### src/sv/sink_pkg.sv
// Shared types and constants for the sorted insert / nearest key block.
// No dependencies; imported by sink_ctrl, sink_dp and sorted_insert_nearest_key.
`default_nettype none
package sink_pkg;

  localparam int unsigned KEY_W    = 30;
  localparam int unsigned IDENT_W  = 31;
  localparam int unsigned STATUS_W = 2;
  localparam int unsigned CFG_IDX_W  = 1;
  localparam int unsigned CFG_DATA_W = 31;

  // Register indexes of the configuration port.
  localparam logic [CFG_IDX_W-1:0] CFG_SEED_KEY   = 1'd0;
  localparam logic [CFG_IDX_W-1:0] CFG_SEED_IDENT = 1'd1;

  localparam logic [KEY_W-1:0]   SEED_KEY_RST   = 30'd1000000000;
  localparam logic [IDENT_W-1:0] SEED_IDENT_RST = 31'd1;

  // Result status codes.
  localparam logic [STATUS_W-1:0] ST_INSERTED = 2'd0;
  localparam logic [STATUS_W-1:0] ST_DUP      = 2'd1;
  localparam logic [STATUS_W-1:0] ST_FULL     = 2'd2;

  typedef struct packed {
    logic [IDENT_W-1:0] member_ident;
    logic [KEY_W-1:0]   member_key;
  } req_t;

  typedef struct packed {
    logic [IDENT_W-1:0]  newcomer_ident;
    logic [IDENT_W-1:0]  opponent_ident;
    logic [STATUS_W-1:0] status;
  } res_t;

  // Commands from the controller to the datapath.
  typedef struct packed {
    logic load;
    logic srch_rd;
    logic srch_cmp;
    logic pred_rd;
    logic pred_cap;
    logic succ_rd;
    logic succ_cap;
    logic diff;
    logic result;
    logic sh_rd;
    logic sh_wr;
    logic ins;
  } cmd_t;

  // Status from the datapath to the controller.
  typedef struct packed {
    logic dup;
    logic lo_lt_hi;
    logic pos_nz;
    logic pos_lt_cnt;
    logic j_gt_pos;
    logic full;
  } sts_t;

endpackage
`default_nettype wire

### src/sv/sink_ctrl.sv
// Sequencer for the sorted insert block: search, neighbor fetch, result, shift, insert.
// Depends on sink_pkg for the command and status structs.
`default_nettype none
module sink_ctrl
  import sink_pkg::*;
(
  input  wire  clk_i,
  input  wire  rst_ni,
  input  wire  start,
  output logic busy,
  input  sts_t sts_i,
  output cmd_t cmd_o
);

  localparam logic [3:0] S_IDLE     = 4'd0;
  localparam logic [3:0] S_SRCH_RD  = 4'd1;
  localparam logic [3:0] S_SRCH_CMP = 4'd2;
  localparam logic [3:0] S_PRED_RD  = 4'd3;
  localparam logic [3:0] S_PRED_CAP = 4'd4;
  localparam logic [3:0] S_SUCC_RD  = 4'd5;
  localparam logic [3:0] S_SUCC_CAP = 4'd6;
  localparam logic [3:0] S_DIST     = 4'd7;
  localparam logic [3:0] S_RESULT   = 4'd8;
  localparam logic [3:0] S_SH_RD    = 4'd9;
  localparam logic [3:0] S_SH_WR    = 4'd10;
  localparam logic [3:0] S_INS      = 4'd11;

  logic [3:0] state_q, state_d;

  always_ff @(posedge clk_i or negedge rst_ni) begin
    if (!rst_ni) begin
      state_q <= S_IDLE;
    end else begin
      state_q <= state_d;
    end
  end

  assign busy = (state_q != S_IDLE);

  always_comb begin
    state_d = state_q;
    cmd_o   = '0;
    case (state_q)
      S_IDLE: begin
        if (start) begin
          cmd_o.load = 1'b1;
          state_d    = S_SRCH_RD;
        end
      end
      S_SRCH_RD: begin
        if (sts_i.dup) begin
          state_d = S_DIST;
        end else if (sts_i.lo_lt_hi) begin
          cmd_o.srch_rd = 1'b1;
          state_d       = S_SRCH_CMP;
        end else begin
          state_d = S_PRED_RD;
        end
      end
      S_SRCH_CMP: begin
        cmd_o.srch_cmp = 1'b1;
        state_d        = S_SRCH_RD;
      end
      S_PRED_RD: begin
        if (sts_i.pos_nz) begin
          cmd_o.pred_rd = 1'b1;
          state_d       = S_PRED_CAP;
        end else begin
          state_d = S_SUCC_RD;
        end
      end
      S_PRED_CAP: begin
        cmd_o.pred_cap = 1'b1;
        state_d        = S_SUCC_RD;
      end
      S_SUCC_RD: begin
        if (sts_i.pos_lt_cnt) begin
          cmd_o.succ_rd = 1'b1;
          state_d       = S_SUCC_CAP;
        end else begin
          state_d = S_DIST;
        end
      end
      S_SUCC_CAP: begin
        cmd_o.succ_cap = 1'b1;
        state_d        = S_DIST;
      end
      S_DIST: begin
        cmd_o.diff = 1'b1;
        state_d    = S_RESULT;
      end
      S_RESULT: begin
        cmd_o.result = 1'b1;
        state_d      = (!sts_i.dup && !sts_i.full) ? S_SH_RD : S_IDLE;
      end
      S_SH_RD: begin
        if (sts_i.j_gt_pos) begin
          cmd_o.sh_rd = 1'b1;
          state_d     = S_SH_WR;
        end else begin
          state_d = S_INS;
        end
      end
      S_SH_WR: begin
        cmd_o.sh_wr = 1'b1;
        state_d     = S_SH_RD;
      end
      S_INS: begin
        cmd_o.ins = 1'b1;
        state_d   = S_IDLE;
      end
      default: begin
        state_d = S_IDLE;
      end
    endcase
  end

endmodule
`default_nettype wire

### config.mk
export PLATFORM = sky130hd
export DESIGN_NAME = sink_ctrl
export DESIGN_NICKNAME = d
export VERILOG_FILES = /design/src/sv/sink_pkg.sv /design/src/sv/sink_ctrl.sv
export SDC_FILE = /design/constraint.sdc
export NUM_CORES = 1
export LEC_CHECK = 0
export ABC_AREA = 1
export BUFFER_PORTS_ARGS = -buffer_cell sky130_fd_sc_hd__buf_4
export CORE_AREA = 2 2 39 41
export DETAILED_ROUTE_END_ITERATION = 8
export DIE_AREA = 0 0 41 43
export MAX_ROUTING_LAYER = met4
export PLACE_DENSITY = 0.63
export SLEW_MARGIN = 10
export SYNTH_ARGS = -nofsm -noshare
export SYNTH_HDL_FRONTEND = slang
export SYNTH_SLANG_ARGS = --single-unit
### constraint.sdc
create_clock -name clk_i -period 2.4 [get_ports clk_i]
set_input_delay 0.36 -clock clk_i [delete_from_list [all_inputs] [get_ports clk_i]]
set_output_delay 0.36 -clock clk_i [all_outputs]
set_load 0.02 [all_outputs]
==> tab_implementation.tex <==
\begin{tabular}{lr}
\hline
Metric & Value \\
\hline
\multicolumn{2}{l}{\textbf{CTS}} \\
\quad Post-CTS Setup Repair Bufs & 0 \\
\quad Number of levels the H-tree was split into & 1 \\
\quad Clock slew at reported path FFs & 0.04 ns \\
\quad Clock Tree Buf Depth & 2 \\
\quad TritonCTS buffer count & 3 \\
\quad CTS root buffer & clkbuf\_4 \\
\quad Clock sink count & 4 \\
\quad Clock latency reported for the late side of the worst-skew pair & 0.23 ns \\
\quad Clock tree from TritonCTS & yes \\
\quad Post-CTS resize count & 0 \\
\multicolumn{2}{l}{\textbf{Worst setup path}} \\
\quad Logic depth of the worst register-to-register path & 4 \\
\quad Crit Reg-Reg Startpoint & state\_q[2] \\
\quad Critical path data required time & 2.04 ns \\
\quad Worst flop-to-flop path endpoint & state\_q[0] \\
\quad Kind of start point of the critical path & register \\
\quad Maximum fanout count along the critical path & 5 \\
\quad Classification of the worst setup path & register to output port \\
\quad Register-to-Register Setup Slack & 1.27 ns \\
\quad Arrival time of the worst setup path & 1.35 ns \\
\quad Worst Setup End Kind & output port \\
\multicolumn{2}{l}{\textbf{Synth}} \\
\quad Post-synthesis average cell area & 5.88 µm² \\
\quad Dominant cells by area after synthesis & dfrtp\_1 (28\%), nor2\_1 (18\%), inv\_1 (14\%) \\
\quad Cell types with the highest counts after synthesis & nor2\_1 (17), inv\_1 (13), nand2\_1 (8), nand3\_1 (8), dfrtp\_1 (4) \\
\quad Synth unique cells & 12 \\
\quad Dominant cell type by area after synthesis & dfrtp\_1 \\
\quad Number of instances in the synthesized netlist & 60 \\
\quad Share of the yosys chip area belonging to registers & 28.4\% \\
\quad Leading cell type by number of instances after synthesis & nor2\_1 \\
\quad Count of state elements after synthesis & 4 \\
\quad Warnings, synthesis & 0 \\
\quad Predominant post-synthesis flop cell & dfrtp\_1 \\
\quad Netlist area before placement & 353 µm² \\
\quad Post-synth top area share & 28.4\% \\
\quad Number of enable-type register cells in the synthesized netlist & 0 \\
\quad Async SR Flop Fraction & 100\% \\
\quad Synthesized Nets & 69 \\
\multicolumn{2}{l}{\textbf{Floorplanning}} \\
\quad Die height & 43 µm \\
\quad Area of the die & 1760 µm² \\
\quad Initial Util & 25.5\% \\
\quad Number of top-level design ports & 22 \\
\quad Site Rows & 14 \\
\quad Floorplan core area & 1380 µm² \\
\quad Width of the chip & 41 µm \\
\multicolumn{2}{l}{\textbf{Timing}} \\
\quad Slew Limit Headroom & 78.8\% \\
\quad Number of max-slew violations in the final report & 0 \\
\quad Worst-case clock skew & 0.000977 ns \\
\quad Final-report setup violation count & 0 \\
\quad Unrepaired setup endpoints after global routing & no \\
\quad Transition time at the pin with the least slew margin & 0.317 ns \\
\quad Crit share post-route & 71.2\% \\
\quad Final TNS setup & 0 ns \\
\quad Final hold violation count & 0 \\
\quad Tmin final & 1.71 ns \\
\quad Achievable frequency & 585 MHz \\
\multicolumn{2}{l}{\textbf{Pwr}} \\
\quad NetSw & 0.000352 W \\
\quad Internal power contribution & 0.000319 W \\
\quad Sequential group share of total power & 21.7\% \\
\quad Clock group share of total power & 12.1\% \\
\quad Maximum ir drop on the vdd rail & 0.615 mV \\
\quad Power density cells & 1190 nW/µm² \\
\quad Logic pwr share & 66.1\% \\
\quad Static leakage & 0.319 nW \\
\quad Sw Share & 52.5\% \\
\multicolumn{2}{l}{\textbf{Min path}} \\
\quad Type of the tightest min-delay check & primary input to register \\
\quad Min-Delay Path Depth & 3 \\
\quad Hold wc startpoint & start \\
\quad Hold Path Sink & state\_q[0] \\
\multicolumn{2}{l}{\textbf{Detailed routing}} \\
\quad Per-cell via count in the routed design & 4.46 \\
\quad Length of the first detailed-routing pass in iterations & 4 \\
\quad Starting DRC count in detailed routing & 7 \\
\quad DRC violations left & 0 \\
\quad Total vias in the final route & 450 \\
\quad Wire length reported by the detailed router & 907 µm \\
\quad Antenna-violating nets left & 0 \\
\quad Post-DR wirelength/cell & 8.98 µm \\
\multicolumn{2}{l}{\textbf{Layout}} \\
\quad Post-layout util & 40.7\% \\
\quad Register ranked first by flip-flop count & state\_q \\
\quad Registers with the highest flip-flop counts & state\_q (4) \\
\quad Count of filler cells inserted in the layout & 156 \\
\quad Area Overhead vs Synth & 59.6\% \\
\quad Max FFs per register & 4 \\
\quad Fraction of layout instances using a drive strength above 1 & 31.8\% \\
\quad Antenna diode count & 0 \\
\quad Final layout net count & 96 \\
\multicolumn{2}{l}{\textbf{Global routing}} \\
\quad Number of global-route vias before repair & 390 \\
\quad Pin count of the biggest net entering global routing & 8 \\
\quad Global router's overall resource usage & 12.9\% \\
\quad Overall overflow remaining after global route & 0 \\
\quad Antenna violations before repair & 0 \\
\quad Global-route wire length before repair & 1520 µm \\
\multicolumn{2}{l}{\textbf{Status}} \\
\quad Outcome & completed \\
\multicolumn{2}{l}{\textbf{Place}} \\
\quad Gp weighted congestion & 0.887 \\
\quad \# port buffers & 21 \\
\quad Post-DP HPWL & 769 µm \\
\multicolumn{2}{l}{\textbf{Run}} \\
\quad Maximum Capacitance Violations & 0 \\
\hline
\end{tabular}
-- timing repair --
item                                   4_1_cts  5_1_grt
endpoints found under the hold margin        4        0
hold buffers                                 1        0
setup endpoints to repair                    0        0
-- power by group through the flow --
stage / sequential [W] / clock (W) / combinational [W]
3_3_place_gp: 0.000145 / 0 / 0.000447
3_5_place_dp: 0.000147 / 0 / 0.000442
5_1_grt: 0.000151 / 0.0000911 / 0.000497
2_1_floorplan: 0.000141 / 0 / 0.000305
6_report: 0.000146 / 0.0000813 / 0.000443
4_1_cts: 0.000146 / 0.0000874 / 0.000445
-- worst max path at each step --
stage	startpoint	endpoint	slack (ns)	depth (start not counted)
2_1_floorplan	state_q[2]	cmd_o[11]	0.85	3
3_3_place_gp	state_q[2]	cmd_o[11]	0.94	4
3_5_place_dp	state_q[2]	cmd_o[11]	0.95	4
4_1_cts	state_q[2]	cmd_o[11]	0.68	4
5_1_grt	state_q[2]	cmd_o[11]	0.58	4
6_report	state_q[2]	cmd_o[11]	0.69	4
-- worst max-delay path: stages, from the launching register on --
cell,delay (ns)
dfrtp_1,0.43
nor2_1,0.28
nand2_1,0.15
nor2_1,0.11
buf_4,0.15
-- per-layer routing --
layer	up-vias	global-route usage [%]	share of wire, %
met4	0	4.00	0
met3	0	4.71	6.2
met2	15	17.2	47
met1	195	17.9	47
met5	-	-	0
li1	240	-	-
-- cell type report --
| cell class | count | area [µm²] | share of cell area, % |
|---|---|---|---|
| clock buffer | 3 | 22.5 | 4.00 |
| inverter | 13 | 48.8 | 8.67 |
| multi-input combinational | 43 | 204 | 36.2 |
| sequential | 4 | 100 | 17.8 |
| tap | 16 | 20.0 | 3.56 |
| timing repair buffer | 22 | 168 | 29.8 |
-- layout by cell type, fill, tap and decap left out --
cell type	netlist	routed
a21oi_1	2	2
buf_4	0	21
clkbuf_4	0	3
dfrtp_1	4	4
dlygate4sd3_1	0	1
inv_1	13	13
nand2_1	8	8
nand2_2	1	1
nand3_1	8	8
nand3b_1	1	1
nor2_1	17	17
nor2_4	2	2
nor3_1	2	2
o21ai_0	1	1
o221ai_1	1	1
-- metrics by stage --
step	power [W]	cell area (µm²)	worst slack [ns]	instances	hold slack, ns
4_1_cts	0.000678	563	0.683	101	0.360
5_1_grt	0.000739	563	0.584	101	0.376
3_5_place_dp	0.000589	531	0.952	97	0.158
2_1_floorplan	0.000446	353	0.853	60	0.0644
3_3_place_gp	0.000592	531	0.944	97	0.157
6_report	0.000670	563	0.691	101	0.368
-- cells by family (layout without fill, tap and decap cells) --
logic type / count (synthesis) / count (layout) / share of synthesized area, %
flip-flops: 4 / 4 / 28.4
AO/OA/AOI/OAI: 4 / 4 / 6.74
buffers and inverters: 13 / 38 / 13.8
AND/OR/NAND/NOR: 39 / 39 / 51.1
(Power assumes the default switching activity.)
